**config.mk**
```make
export PLATFORM = sky130hd
export DESIGN_NAME = gregorian_date_serial_converter_flat
export DESIGN_NICKNAME = d
export VERILOG_FILES = /design/src/gdsc_pkg.sv /design/src/gdsc_if.sv /design/src/gdsc_d2s.sv /design/src/gdsc_s2d.sv /design/src/gregorian_date_serial_converter.sv /design/src/flat_wrapper.sv
export SDC_FILE = /design/constraint.sdc
export NUM_CORES = 2
export LEC_CHECK = 0
export BUFFER_PORTS_ARGS = -buffer_cell sky130_fd_sc_hd__buf_2
export CORE_UTILIZATION = 59
export DETAILED_ROUTE_END_ITERATION = 10
export GPL_TIMING_DRIVEN = 0
export MAX_ROUTING_LAYER = met4
export PLACE_DENSITY = 0.88
export SKIP_CTS_REPAIR_TIMING = 1
export SYNTH_ARGS = -nofsm -noshare
export SYNTH_HDL_FRONTEND = slang
export SYNTH_SLANG_ARGS = --single-unit
```
**constraint.sdc**
```tcl
create_clock -name clk -period 7.7 [get_ports clk]
set_input_delay 1.54 -clock clk [delete_from_list [all_inputs] [get_ports clk]]
set_output_delay 1.54 -clock clk [all_outputs]
set_load 0.05 [all_outputs]
```
**src/gdsc_pkg.sv**
```systemverilog
// ----------------------------------------------------------------------------
// gdsc_pkg
// Shared types, constants and calendar tables for the date/serial converter.
// ----------------------------------------------------------------------------
`default_nettype none

package gdsc_pkg;

    // Register stages from the input handshake to the result register.
    localparam int NUM_STAGES = 7;
    // Stages inside each datapath; the stage after them is the shared result register.
    localparam int DP_STAGES  = NUM_STAGES - 1;

    localparam logic CMD_TO_SERIAL = 1'b0;
    localparam logic CMD_TO_DATE   = 1'b1;

    localparam logic [3:0] MONTH_JAN = 4'd1;
    localparam logic [3:0] MONTH_FEB = 4'd2;
    localparam logic [3:0] MONTH_MAR = 4'd3;
    localparam logic [3:0] MONTH_DEC = 4'd12;

    localparam logic [4:0] FEB_LEAP_LEN = 5'd29;
    localparam logic [5:0] JAN_LEN      = 6'd31;

    localparam logic [21:0] SERIAL_MAX = 22'd3652059;
    localparam logic [13:0] YEAR_MAX   = 14'd9999;

    localparam logic [13:0] WINDOW_SPLIT = 14'd80;
    localparam logic [13:0] CENTURY_LEN  = 14'd100;
    localparam logic [13:0] BASE_2000    = 14'd2000;
    localparam logic [13:0] BASE_1900    = 14'd1900;
    localparam logic [8:0]  DAYS_YEAR    = 9'd365;
    localparam logic [6:0]  LAST_YEAR_IN_CENTURY = 7'd99;

    // x / 100 as (x * 5243) >> 19, exact for x below 43699.
    localparam logic [12:0] RECIP_100       = 13'd5243;
    localparam int          RECIP_100_SHIFT = 19;
    // x / 365 as (x * 2941759) >> 30, exact for every 22-bit x.
    localparam logic [21:0] RECIP_365       = 22'd2941759;
    localparam int          RECIP_365_SHIFT = 30;

    typedef struct packed {
        logic        cmd;
        logic [4:0]  in_day;
        logic [3:0]  in_month;
        logic [13:0] in_year;
        logic [21:0] in_serial;
    } gdsc_item_t;

    typedef struct packed {
        logic [21:0] serial;
        logic [8:0]  day_of_year;
        logic [4:0]  month_length;
        logic [4:0]  out_day;
        logic [3:0]  out_month;
        logic [13:0] out_year;
        logic        error;
    } gdsc_result_t;

    typedef struct packed {
        logic [21:0] serial;
        logic [8:0]  day_of_year;
        logic [4:0]  month_length;
        logic        error;
    } gdsc_d2s_t;

    typedef struct packed {
        logic [4:0]  out_day;
        logic [3:0]  out_month;
        logic [13:0] out_year;
        logic        error;
    } gdsc_s2d_t;

    // Days in the year before the first of the given month.
    function automatic logic [8:0] cum_before(input logic [3:0] month);
        logic [8:0] days;
        case (month)
            4'd1:    days = 9'd0;
            4'd2:    days = 9'd31;
            4'd3:    days = 9'd59;
            4'd4:    days = 9'd90;
            4'd5:    days = 9'd120;
            4'd6:    days = 9'd151;
            4'd7:    days = 9'd181;
            4'd8:    days = 9'd212;
            4'd9:    days = 9'd243;
            4'd10:   days = 9'd273;
            4'd11:   days = 9'd304;
            4'd12:   days = 9'd334;
            default: days = 9'd0;
        endcase
        return days;
    endfunction

    // Length of the given month in a common year.
    function automatic logic [4:0] month_len(input logic [3:0] month);
        logic [4:0] len;
        case (month)
            4'd2:                      len = 5'd28;
            4'd4, 4'd6, 4'd9, 4'd11:   len = 5'd30;
            4'd1, 4'd3, 4'd5, 4'd7,
            4'd8, 4'd10, 4'd12:        len = 5'd31;
            default:                   len = 5'd0;
        endcase
        return len;
    endfunction

    // Leap rule from the year's low bits, whether year % 100 is nonzero,
    // and the low bits of year / 100.
    function automatic logic leap_of(input logic [1:0] year_lo, input logic rem_nz,
                                     input logic [1:0] cent_lo);
        return (year_lo == 2'd0) && (rem_nz || (cent_lo == 2'd0));
    endfunction

endpackage

`default_nettype wire

```
**src/gdsc_if.sv**
```systemverilog
// ----------------------------------------------------------------------------
// gdsc_if
// Valid/ready channels for converter requests and results.
// ----------------------------------------------------------------------------
`default_nettype none

interface gdsc_item_if import gdsc_pkg::*; ();
    logic       valid;
    logic       ready;
    gdsc_item_t data;

    modport source (output valid, output data, input ready);
    modport sink   (input valid, input data, output ready);
endinterface

interface gdsc_result_if import gdsc_pkg::*; ();
    logic         valid;
    logic         ready;
    gdsc_result_t data;

    modport source (output valid, output data, input ready);
    modport sink   (input valid, input data, output ready);
endinterface

`default_nettype wire

```
**src/gdsc_d2s.sv**
```systemverilog
// ----------------------------------------------------------------------------
// gdsc_d2s
// Date to serial datapath: windowing, century split, day sum, then hold.
// ----------------------------------------------------------------------------
`default_nettype none

module gdsc_d2s import gdsc_pkg::*;
(
    input  logic                 clk,
    input  logic [DP_STAGES:1]   en,
    input  logic [4:0]           in_day,
    input  logic [3:0]           in_month,
    input  logic [13:0]          in_year,
    output gdsc_d2s_t            res
);

    // Stage 1: year window and field checks.
    logic [13:0] year_win;
    logic        bad_s1;
    logic [4:0]  day1_reg;
    logic [3:0]  month1_reg;
    logic [13:0] year1_reg;
    logic        err1_reg;

    always_comb
    begin
        if (in_year < WINDOW_SPLIT)
        begin
            year_win = in_year + BASE_2000;
        end
        else if (in_year < CENTURY_LEN)
        begin
            year_win = in_year + BASE_1900;
        end
        else
        begin
            year_win = in_year;
        end
        bad_s1 = (in_day == 5'd0) || (in_month == 4'd0) || (in_month > MONTH_DEC)
                 || (year_win > YEAR_MAX);
    end

    always_ff @(posedge clk)
    begin
        if (en[1])
        begin
            day1_reg   <= in_day;
            month1_reg <= in_month;
            year1_reg  <= year_win;
            err1_reg   <= bad_s1;
        end
    end

    // Stage 2: century by reciprocal and the whole-year day count.
    logic [26:0] cent_prod;
    logic [21:0] years_days;
    logic [4:0]  day2_reg;
    logic [3:0]  month2_reg;
    logic [13:0] year2_reg;
    logic [7:0]  cent2_reg;
    logic [21:0] ydays2_reg;
    logic [8:0]  cum2_reg;
    logic        err2_reg;

    always_comb
    begin
        cent_prod  = {13'd0, year1_reg} * {14'd0, RECIP_100};
        years_days = ({8'd0, year1_reg} - 22'd1) * {13'd0, DAYS_YEAR};
    end

    always_ff @(posedge clk)
    begin
        if (en[2])
        begin
            day2_reg   <= day1_reg;
            month2_reg <= month1_reg;
            year2_reg  <= year1_reg;
            cent2_reg  <= cent_prod[RECIP_100_SHIFT +: 8];
            ydays2_reg <= years_days;
            cum2_reg   <= cum_before(month1_reg);
            err2_reg   <= err1_reg;
        end
    end

    // Stage 3: leap flag and the short part of the day sum.
    logic [14:0] cent_x100;
    logic        leap_s3;
    logic [11:0] part_s3;
    logic [8:0]  doy_s3;
    logic [11:0] part3_reg;
    logic [21:0] ydays3_reg;
    logic [3:0]  month3_reg;
    logic        leap3_reg;
    logic [8:0]  doy3_reg;
    logic [4:0]  len3_reg;
    logic        err3_reg;

    always_comb
    begin
        cent_x100 = {7'd0, cent2_reg} * 15'd100;
        leap_s3   = leap_of(year2_reg[1:0], {1'b0, year2_reg} != cent_x100, cent2_reg[1:0]);
        part_s3   = {7'd0, day2_reg} + {3'd0, cum2_reg} + 12'(year2_reg >> 2)
                    - {4'd0, cent2_reg} + {4'd0, cent2_reg >> 2};
        doy_s3    = {4'd0, day2_reg} - 9'd1 + cum2_reg;
    end

    always_ff @(posedge clk)
    begin
        if (en[3])
        begin
            part3_reg  <= part_s3;
            ydays3_reg <= ydays2_reg;
            month3_reg <= month2_reg;
            leap3_reg  <= leap_s3;
            doy3_reg   <= doy_s3;
            len3_reg   <= month_len(month2_reg);
            err3_reg   <= err2_reg;
        end
    end

    // Stage 4: final serial, day of year and month length.
    gdsc_d2s_t res_next;
    gdsc_d2s_t res_reg [4:DP_STAGES];

    always_comb
    begin
        res_next.serial       = ydays3_reg + {10'd0, part3_reg}
                                - {21'd0, (month3_reg < MONTH_MAR) && leap3_reg};
        res_next.day_of_year  = doy3_reg + {8'd0, (month3_reg > MONTH_FEB) && leap3_reg};
        res_next.month_length = ((month3_reg == MONTH_FEB) && leap3_reg) ? FEB_LEAP_LEN
                                                                           : len3_reg;
        res_next.error        = 1'b0;
        if (err3_reg)
        begin
            res_next       = '0;
            res_next.error = 1'b1;
        end
    end

    // The remaining stages only hold the result so it lines up with the
    // longer serial-to-date path.
    always_ff @(posedge clk)
    begin
        if (en[4])
        begin
            res_reg[4] <= res_next;
        end
        for (int k = 5; k <= DP_STAGES; k++)
        begin
            if (en[k])
            begin
                res_reg[k] <= res_reg[k-1];
            end
        end
    end

    assign res = res_reg[DP_STAGES];

endmodule

`default_nettype wire

```
**src/gdsc_s2d.sv**
```systemverilog
// ----------------------------------------------------------------------------
// gdsc_s2d
// Serial to date datapath: divide by 365, leap-day subtraction, year
// correction over two stages, month search and final adjustment.
// ----------------------------------------------------------------------------
`default_nettype none

module gdsc_s2d import gdsc_pkg::*;
(
    input  logic                 clk,
    input  logic [DP_STAGES:1]   en,
    input  logic [21:0]          in_serial,
    output gdsc_s2d_t            res
);

    localparam int STEPS_PER_STAGE = 4;

    typedef struct packed {
        logic [12:0] rem_days;   // two's complement, may be negative
        logic [13:0] year;
        logic [6:0]  cent;       // year / 100
        logic [6:0]  rem100;     // year % 100
    } loop_t;

    // One pass of the year correction: while the day count is negative,
    // borrow a whole year.
    function automatic loop_t fix_step(input loop_t s);
        loop_t n;
        logic  lp;
        n  = s;
        lp = leap_of(s.year[1:0], s.rem100 != 7'd0, s.cent[1:0]);
        if (s.rem_days[12] && (s.year != 14'd0))
        begin
            n.rem_days = s.rem_days + {4'd0, DAYS_YEAR} + {12'd0, lp};
            n.year     = s.year - 14'd1;
            if (s.rem100 == 7'd0)
            begin
                n.rem100 = LAST_YEAR_IN_CENTURY;
                n.cent   = s.cent - 7'd1;
            end
            else
            begin
                n.rem100 = s.rem100 - 7'd1;
            end
        end
        return n;
    endfunction

    // Stage 1: quotient by 365.
    logic [43:0] quot_prod;
    logic [21:0] serial1_reg;
    logic [13:0] quot1_reg;
    logic        err1_reg;

    assign quot_prod = {22'd0, in_serial} * {22'd0, RECIP_365};

    always_ff @(posedge clk)
    begin
        if (en[1])
        begin
            serial1_reg <= in_serial;
            quot1_reg   <= quot_prod[RECIP_365_SHIFT +: 14];
            err1_reg    <= in_serial > SERIAL_MAX;
        end
    end

    // Stage 2: remainder, year and century.
    logic [13:0] year_s2;
    logic [21:0] rem_full;
    logic [26:0] cent_prod;
    logic [8:0]  rem2_reg;
    logic [13:0] year2_reg;
    logic [6:0]  cent2_reg;
    logic        err2_reg;

    always_comb
    begin
        year_s2   = quot1_reg + 14'd1;
        rem_full  = serial1_reg - ({8'd0, quot1_reg} * {13'd0, DAYS_YEAR});
        cent_prod = {13'd0, year_s2} * {14'd0, RECIP_100};
    end

    always_ff @(posedge clk)
    begin
        if (en[2])
        begin
            rem2_reg  <= rem_full[8:0];
            year2_reg <= year_s2;
            cent2_reg <= cent_prod[RECIP_100_SHIFT +: 7];
            err2_reg  <= err1_reg;
        end
    end

    // Stage 3: subtract the leap days of all earlier years.
    logic [11:0] leap_days;
    logic [13:0] cent_x100;
    loop_t       loop_s3;
    loop_t       loop3_reg;
    logic        err3_reg;

    always_comb
    begin
        leap_days        = 12'(year2_reg >> 2) - {5'd0, cent2_reg} + {5'd0, cent2_reg >> 2};
        cent_x100        = {7'd0, cent2_reg} * 14'd100;
        loop_s3.rem_days = {4'd0, rem2_reg} - {1'b0, leap_days};
        loop_s3.year     = year2_reg;
        loop_s3.cent     = cent2_reg;
        loop_s3.rem100   = 7'(year2_reg - cent_x100);
    end

    always_ff @(posedge clk)
    begin
        if (en[3])
        begin
            loop3_reg <= loop_s3;
            err3_reg  <= err2_reg;
        end
    end

    // Stages 4 and 5: four correction passes each; seven always suffice.
    loop_t loop_s4;
    loop_t loop_s5;
    loop_t loop4_reg;
    loop_t loop5_reg;
    logic  err4_reg;
    logic  err5_reg;

    always_comb
    begin
        loop_s4 = loop3_reg;
        for (int k = 0; k < STEPS_PER_STAGE; k++)
        begin
            loop_s4 = fix_step(loop_s4);
        end
        loop_s5 = loop4_reg;
        for (int k = 0; k < STEPS_PER_STAGE; k++)
        begin
            loop_s5 = fix_step(loop_s5);
        end
    end

    always_ff @(posedge clk)
    begin
        if (en[4])
        begin
            loop4_reg <= loop_s4;
            err4_reg  <= err3_reg;
        end
        if (en[5])
        begin
            loop5_reg <= loop_s5;
            err5_reg  <= err4_reg;
        end
    end

    // Stage 6: month search and day within month.
    logic [8:0] doy_s6;
    logic [3:0] month_s6;
    logic [8:0] dom_full;
    logic [5:0] day6_reg;
    logic [3:0] month6_reg;
    logic [13:0] year6_reg;
    logic       leap6_reg;
    logic       err6_reg;

    always_comb
    begin
        doy_s6   = loop5_reg.rem_days[8:0];
        month_s6 = MONTH_DEC;
        for (int k = 11; k >= 1; k--)
        begin
            if (doy_s6 <= cum_before(4'(k + 1)))
            begin
                month_s6 = 4'(k);
            end
        end
        dom_full = doy_s6 - cum_before(month_s6);
    end

    always_ff @(posedge clk)
    begin
        if (en[6])
        begin
            day6_reg   <= dom_full[5:0];
            month6_reg <= month_s6;
            year6_reg  <= loop5_reg.year;
            leap6_reg  <= leap_of(loop5_reg.year[1:0], loop5_reg.rem100 != 7'd0,
                                  loop5_reg.cent[1:0]);
            err6_reg   <= err5_reg;
        end
    end

    // Final adjustment, registered in the shared result register.
    logic [5:0]  day_f;
    logic [3:0]  month_f;
    logic [13:0] year_f;

    always_comb
    begin
        day_f   = day6_reg;
        month_f = month6_reg;
        year_f  = year6_reg;
        if ((month_f <= MONTH_FEB) && leap6_reg)
        begin
            day_f = day_f + 6'd1;
            if ((month_f == MONTH_JAN) && (day_f > JAN_LEN))
            begin
                day_f   = 6'd1;
                month_f = MONTH_FEB;
            end
        end
        // A day count of zero is the last day of the previous year.
        if (day_f == 6'd0)
        begin
            year_f  = (year_f == 14'd0) ? 14'd0 : year_f - 14'd1;
            month_f = MONTH_DEC;
            day_f   = JAN_LEN;
        end
        res.out_day   = day_f[4:0];
        res.out_month = month_f;
        res.out_year  = year_f;
        res.error     = 1'b0;
        if (err6_reg)
        begin
            res       = '0;
            res.error = 1'b1;
        end
    end

endmodule

`default_nettype wire

```
**src/gregorian_date_serial_converter.sv**
```systemverilog
// ----------------------------------------------------------------------------
// gregorian_date_serial_converter
// Pipelined converter between proleptic Gregorian dates and day serials.
// ----------------------------------------------------------------------------
// The converter takes one transaction per clock unless a result-side stall
// has filled every stage, and returns results in order. The serial-to-date
// direction, whose whole-year correction takes two of the seven register
// stages (six of datapath, the last being the result register), sets the
// depth for both directions. A stall on the result side backs up stage by
// stage, so empty stages keep filling and up to seven transactions can be
// in flight. The block keeps no state between items.
`default_nettype none

module gregorian_date_serial_converter import gdsc_pkg::*;
(
    input  logic          clk,
    input  logic          rst_n,
    gdsc_item_if.sink     item,
    gdsc_result_if.source result
);

    logic [NUM_STAGES:1] valid_reg;
    logic [NUM_STAGES:1] adv;
    logic                cmd_reg [1:DP_STAGES];
    gdsc_d2s_t           d2s_res;
    gdsc_s2d_t           s2d_res;
    gdsc_result_t        result_next;
    gdsc_result_t        result_reg;

    // A stage may load when it is empty or when the stage after it moves.
    always_comb
    begin
        adv[NUM_STAGES] = !valid_reg[NUM_STAGES] || result.ready;
        for (int k = NUM_STAGES - 1; k >= 1; k--)
        begin
            adv[k] = !valid_reg[k] || adv[k+1];
        end
    end

    assign item.ready = adv[1];

    always_ff @(posedge clk or negedge rst_n)
    begin
        if (!rst_n)
        begin
            valid_reg <= '0;
        end
        else
        begin
            if (adv[1])
            begin
                valid_reg[1] <= item.valid;
            end
            for (int k = 2; k <= NUM_STAGES; k++)
            begin
                if (adv[k])
                begin
                    valid_reg[k] <= valid_reg[k-1];
                end
            end
        end
    end

    always_ff @(posedge clk)
    begin
        if (adv[1])
        begin
            cmd_reg[1] <= item.data.cmd;
        end
        for (int k = 2; k <= DP_STAGES; k++)
        begin
            if (adv[k])
            begin
                cmd_reg[k] <= cmd_reg[k-1];
            end
        end
    end

    gdsc_d2s u_d2s (
        .clk      (clk),
        .en       (adv[DP_STAGES:1]),
        .in_day   (item.data.in_day),
        .in_month (item.data.in_month),
        .in_year  (item.data.in_year),
        .res      (d2s_res)
    );

    gdsc_s2d u_s2d (
        .clk       (clk),
        .en        (adv[DP_STAGES:1]),
        .in_serial (item.data.in_serial),
        .res       (s2d_res)
    );

    always_comb
    begin
        result_next = '0;
        if (cmd_reg[DP_STAGES] == CMD_TO_DATE)
        begin
            result_next.out_day   = s2d_res.out_day;
            result_next.out_month = s2d_res.out_month;
            result_next.out_year  = s2d_res.out_year;
            result_next.error     = s2d_res.error;
        end
        else
        begin
            result_next.serial       = d2s_res.serial;
            result_next.day_of_year  = d2s_res.day_of_year;
            result_next.month_length = d2s_res.month_length;
            result_next.error        = d2s_res.error;
        end
    end

    always_ff @(posedge clk)
    begin
        if (adv[NUM_STAGES])
        begin
            result_reg <= result_next;
        end
    end

    assign result.valid = valid_reg[NUM_STAGES];
    assign result.data  = result_reg;

endmodule

`default_nettype wire

```
**src/flat_wrapper.sv**
```systemverilog
// flat-port wrapper written by rule: the top's interface ports become plain ports
module gregorian_date_serial_converter_flat import gdsc_pkg::*;
  (clk, rst_n, item_valid, item_data, item_ready, result_valid, result_data, result_ready);
  gdsc_item_if item_i ();
  gdsc_result_if result_i ();
  input  logic clk;
  input  logic rst_n;
  input wire logic [$bits(item_i.valid)-1:0] item_valid;
  input wire logic [$bits(item_i.data)-1:0] item_data;
  output wire logic [$bits(item_i.ready)-1:0] item_ready;
  output wire logic [$bits(result_i.valid)-1:0] result_valid;
  output wire logic [$bits(result_i.data)-1:0] result_data;
  input wire logic [$bits(result_i.ready)-1:0] result_ready;
  assign item_i.valid = item_valid;
  assign item_i.data = item_data;
  assign item_ready = item_i.ready;
  assign result_valid = result_i.valid;
  assign result_data = result_i.data;
  assign result_i.ready = result_ready;
  gregorian_date_serial_converter u_core (.clk(clk), .rst_n(rst_n), .item(item_i), .result(result_i));
endmodule
```
==> out/summary.md <==
Setup repair after global routing could not meet its margin everywhere. Critical path buffer and inverter count: 3. At the end of routability-driven placement, the weighted congestion stood at 0.941. The worst hold path passes through 0 cells.

For this run, the slowest stage of the critical path takes 0.58 ns. Counting every instance in the synthesized netlist gives 4701. The largest net degree at the start of global routing is 71.

For this block, the initial DRC count from the detailed router was 2588. The clock tree synthesis step divided the H-tree into 2 levels. Between clock sinks in the finished design, the worst skew comes to 0.0483 ns. In the final design database the tool counted 6170 nets. The post-synthesis cell type with the largest combined area is sky130_fd_sc_hd__edfxtp_1.

The clock edge transition at the registers on the reported setup and hold paths works out to 0.06 ns. By count the netlist is led by 871 x sky130_fd_sc_hd__inv_1, 710 x sky130_fd_sc_hd__ha_1, 494 x sky130_fd_sc_hd__edfxtp_1, 424 x sky130_fd_sc_hd__fa_1, 257 x sky130_fd_sc_hd__xnor2_1. Average wire per standard cell: 18.8 µm. The slew at the pin closest to its max-slew limit is 1.06 ns. The logs give 0 for the final-report max-slew violation count and 6164 for the final non-filler cell total.

The kind of launch point of the worst setup path is an input port. The tools report the wire length on met3 as 7.06 mm. The clock reaches the later pin of the worst-skew pair after 0.65 ns.

The detail route stage leaves a number of antenna-violating nets equal to 0. The register with the most flip-flops in the layout has 105 of them. Port buffering added 111 buffers. The share of synthesized area occupied by flip-flops and latches came out at 0.301. The area share of the largest cell type after synthesis is 0.298.

The run finished, with violations left. The highest metal layer with signal wires was met4. The routed design could run at a clock period as short as 7.81 ns.

The run gives 0 as the total global routing overflow. The logs give 3 for the number of setup violations in the final report and 116 mm for the aggregate routed wire length. Yosys mapped a number of flops with a built-in enable equal to 494.

Most frequent cell after synthesis: sky130_fd_sc_hd__inv_1. Cell type group with the largest total delay on the critical path: adder cells. The biggest fanout along the worst timing path was 10. The number of cells on the critical path was 23. The register area was 0.0150 mm². The tree is rooted in a sky130_fd_sc_hd__clkbuf_16.

By area the synthesized netlist is led by sky130_fd_sc_hd__edfxtp_1 30%, sky130_fd_sc_hd__ha_1 18%, sky130_fd_sc_hd__fa_1 17%. The tools report the die outline area as 0.0857 mm². The critical path goes through buf_2 -> fa_1 -> ha_1 -> fa_1 -> inv_1 -> fa_1 -> inv_1 -> fa_1 -> fa_1 -> fa_1 -> ha_4 -> a21o_1 -> a21oi_2 -> nand2_2 -> a211oi_4 -> nor4_4 -> o31a_1 -> o31a_1 -> o21ai_2 -> a21oi_4 -> a211o_1 -> a21oi_2 -> xnor2_1.

The logs give 0.0323 mm² for the footprint of the multi-input gates and 0.670 for the core occupancy in the finished layout. On the final layout, the worst hold slack is 0.405 ns. In this run the horizontal extent of the chip is 293 µm.

The async set or reset register ratio after synthesis was 0.0140; the global-route wire length before repair was 184 mm. After synthesis the cells add up to 0.0499 mm². Total clock sinks: 501. The distinct cell type count of the synthesized netlist was 102; the area of the placeable core was 0.0837 mm². Detailed placement HPWL: 88.0 mm. In this run, CTS created clock tree buffers numbering 53. Number of design rule violations left after detail routing: 0. The final cycle utilization of the critical path works out to 1.01. For the initial standard-cell utilization of the core, the log shows 0.596. Data on the critical path arrives at its endpoint at 8.18 ns.

The tool flagged a number of max-cap violations equal to 0. The number of cell rows came out at 106. The class of the most critical hold timing path was flip-flop to flip-flop. After detailed placement, the design holds a cell count of 5956.

Flip-flop cell with the highest count after synthesis: sky130_fd_sc_hd__edfxtp_1. For this design, the slowest cell found on the critical path is sky130_fd_sc_hd__fa_1. The count of fill cells added during filler insertion came out at 5578.

The all-layer global routing usage came out at 0.273. The category of the most critical setup path was input port to flip-flop. TritonCTS built the clock tree. The logs give 6 for the number of detailed-route iterations in the first pass and 0.286 for the worst-case headroom to the max-slew limit.

The logs give 59.8 mm for the amount of wire on met2 after detailed routing and 0 for the total of warnings raised by yosys. Setup total negative slack on the finished layout was measured at -0.171 ns. The vias after detailed routing is 36.2k.

The clock passes through at most 3 buffers. After synthesis the netlist holds a flip-flop and latch count of 501. The final reports fail on setup timing. The critical path's most frequent cell is sky130_fd_sc_hd__fa_1. The depth of the most critical reg-to-reg path works out to 35. The fraction of final layout cells with drive strength greater than 1 was 0.123; the top-level port count was 112. In this run the vertical extent of the chip is 293 µm. The tools report the category of the worst setup path capture point as a flip-flop. The routed metal-1 wire length was 44.8 mm. The initial antenna violation count is 1. Setup slack of the critical path after layout: -0.114 ns.

At the worst endpoint, the required time is 8.06 ns. The average instance in the mapped netlist occupies 10.6 µm². The number of global-route vias before repair was 36.9k.

For this run, the top clock speed supported by timing is 0.128 GHz. After detailed routing, the number of vias per cell comes to 5.87. Compared with the post-synthesis result, the final layout area differs by 12.4%. The final count of hold timing violations is 0, and the synthesized netlist net count is 5885.
[layout make-up]
cell class                 count  area share
antenna                        2   0.0000893
timing repair buffer         236      0.0305
clock buffer                  59      0.0244
clock inverter                38     0.00833
tap                         1134      0.0253
sequential                   501       0.268
buffer                        88     0.00935
inverter                     871      0.0586
multi-input combinational   3235       0.576
[cells in the final DEF, fill, tap and decap left out, types with 68 or more instances in the layout]
cell type and n:
sky130_fd_sc_hd__a21o_1 76, sky130_fd_sc_hd__a21oi_1 173, sky130_fd_sc_hd__buf_2 111, sky130_fd_sc_hd__buf_4 124, sky130_fd_sc_hd__edfxtp_1 494, sky130_fd_sc_hd__fa_1 414, sky130_fd_sc_hd__ha_1 689, sky130_fd_sc_hd__inv_1 857
sky130_fd_sc_hd__nand2_1 181, sky130_fd_sc_hd__nand3_1 68, sky130_fd_sc_hd__nor2_1 203, sky130_fd_sc_hd__nor3_1 77, sky130_fd_sc_hd__o21ai_0 112, sky130_fd_sc_hd__xnor2_1 244, sky130_fd_sc_hd__xor2_1 106
[final timing paths]
check                                            from                     endpoint  slack (ns)
setup / recovery                         item_data[6]   u_core.u_s2d.quot1_reg[13]       -0.11
hold / removal             u_core.u_d2s.res_reg[1][2]  u_core.u_d2s.res_reg[1][39]        0.41
setup reg to reg           u_core.u_s2d.loop4_reg[15]       u_core.u_s2d.doy_s6[4]        0.13
hold reg to reg            u_core.u_d2s.res_reg[1][2]  u_core.u_d2s.res_reg[1][39]        0.41
max in group asynchronous                       rst_n          u_core.valid_reg[3]        6.68
min in group asynchronous                       rst_n          u_core.valid_reg[7]        0.76
[through the flow]
stage               setup slack (ns)  area (µm²)
finish                        -0.114       56000
global route                  -0.256       56000
CTS                            -2.19       54000
detailed placement             -2.14       52200
global placement               -2.15       51900
floorplan                    0.00492       50000
[layer usage]
| metal | vias to the layer above | global-route usage |
|---|---|---|
| li1 | 16700 | - |
| met1 | 17700 | 0.319 |
| met2 | 1391 | 0.484 |
| met3 | 343 | 0.0344 |
| met4 | 0 | 0.0935 |
| met5 | - | - |
[cells by family after synthesis]
family / share of synthesized area
compound gates: 0.0994
xor+xnor: 0.0648
fa+ha+maj: 0.348
buf+inv: 0.0735
flops: 0.301
mux: 0.0135
simple gates: 0.0993
Power is not shown: default switching activity piles up to over one toggle a cycle in this logic, so the estimate is an artifact.
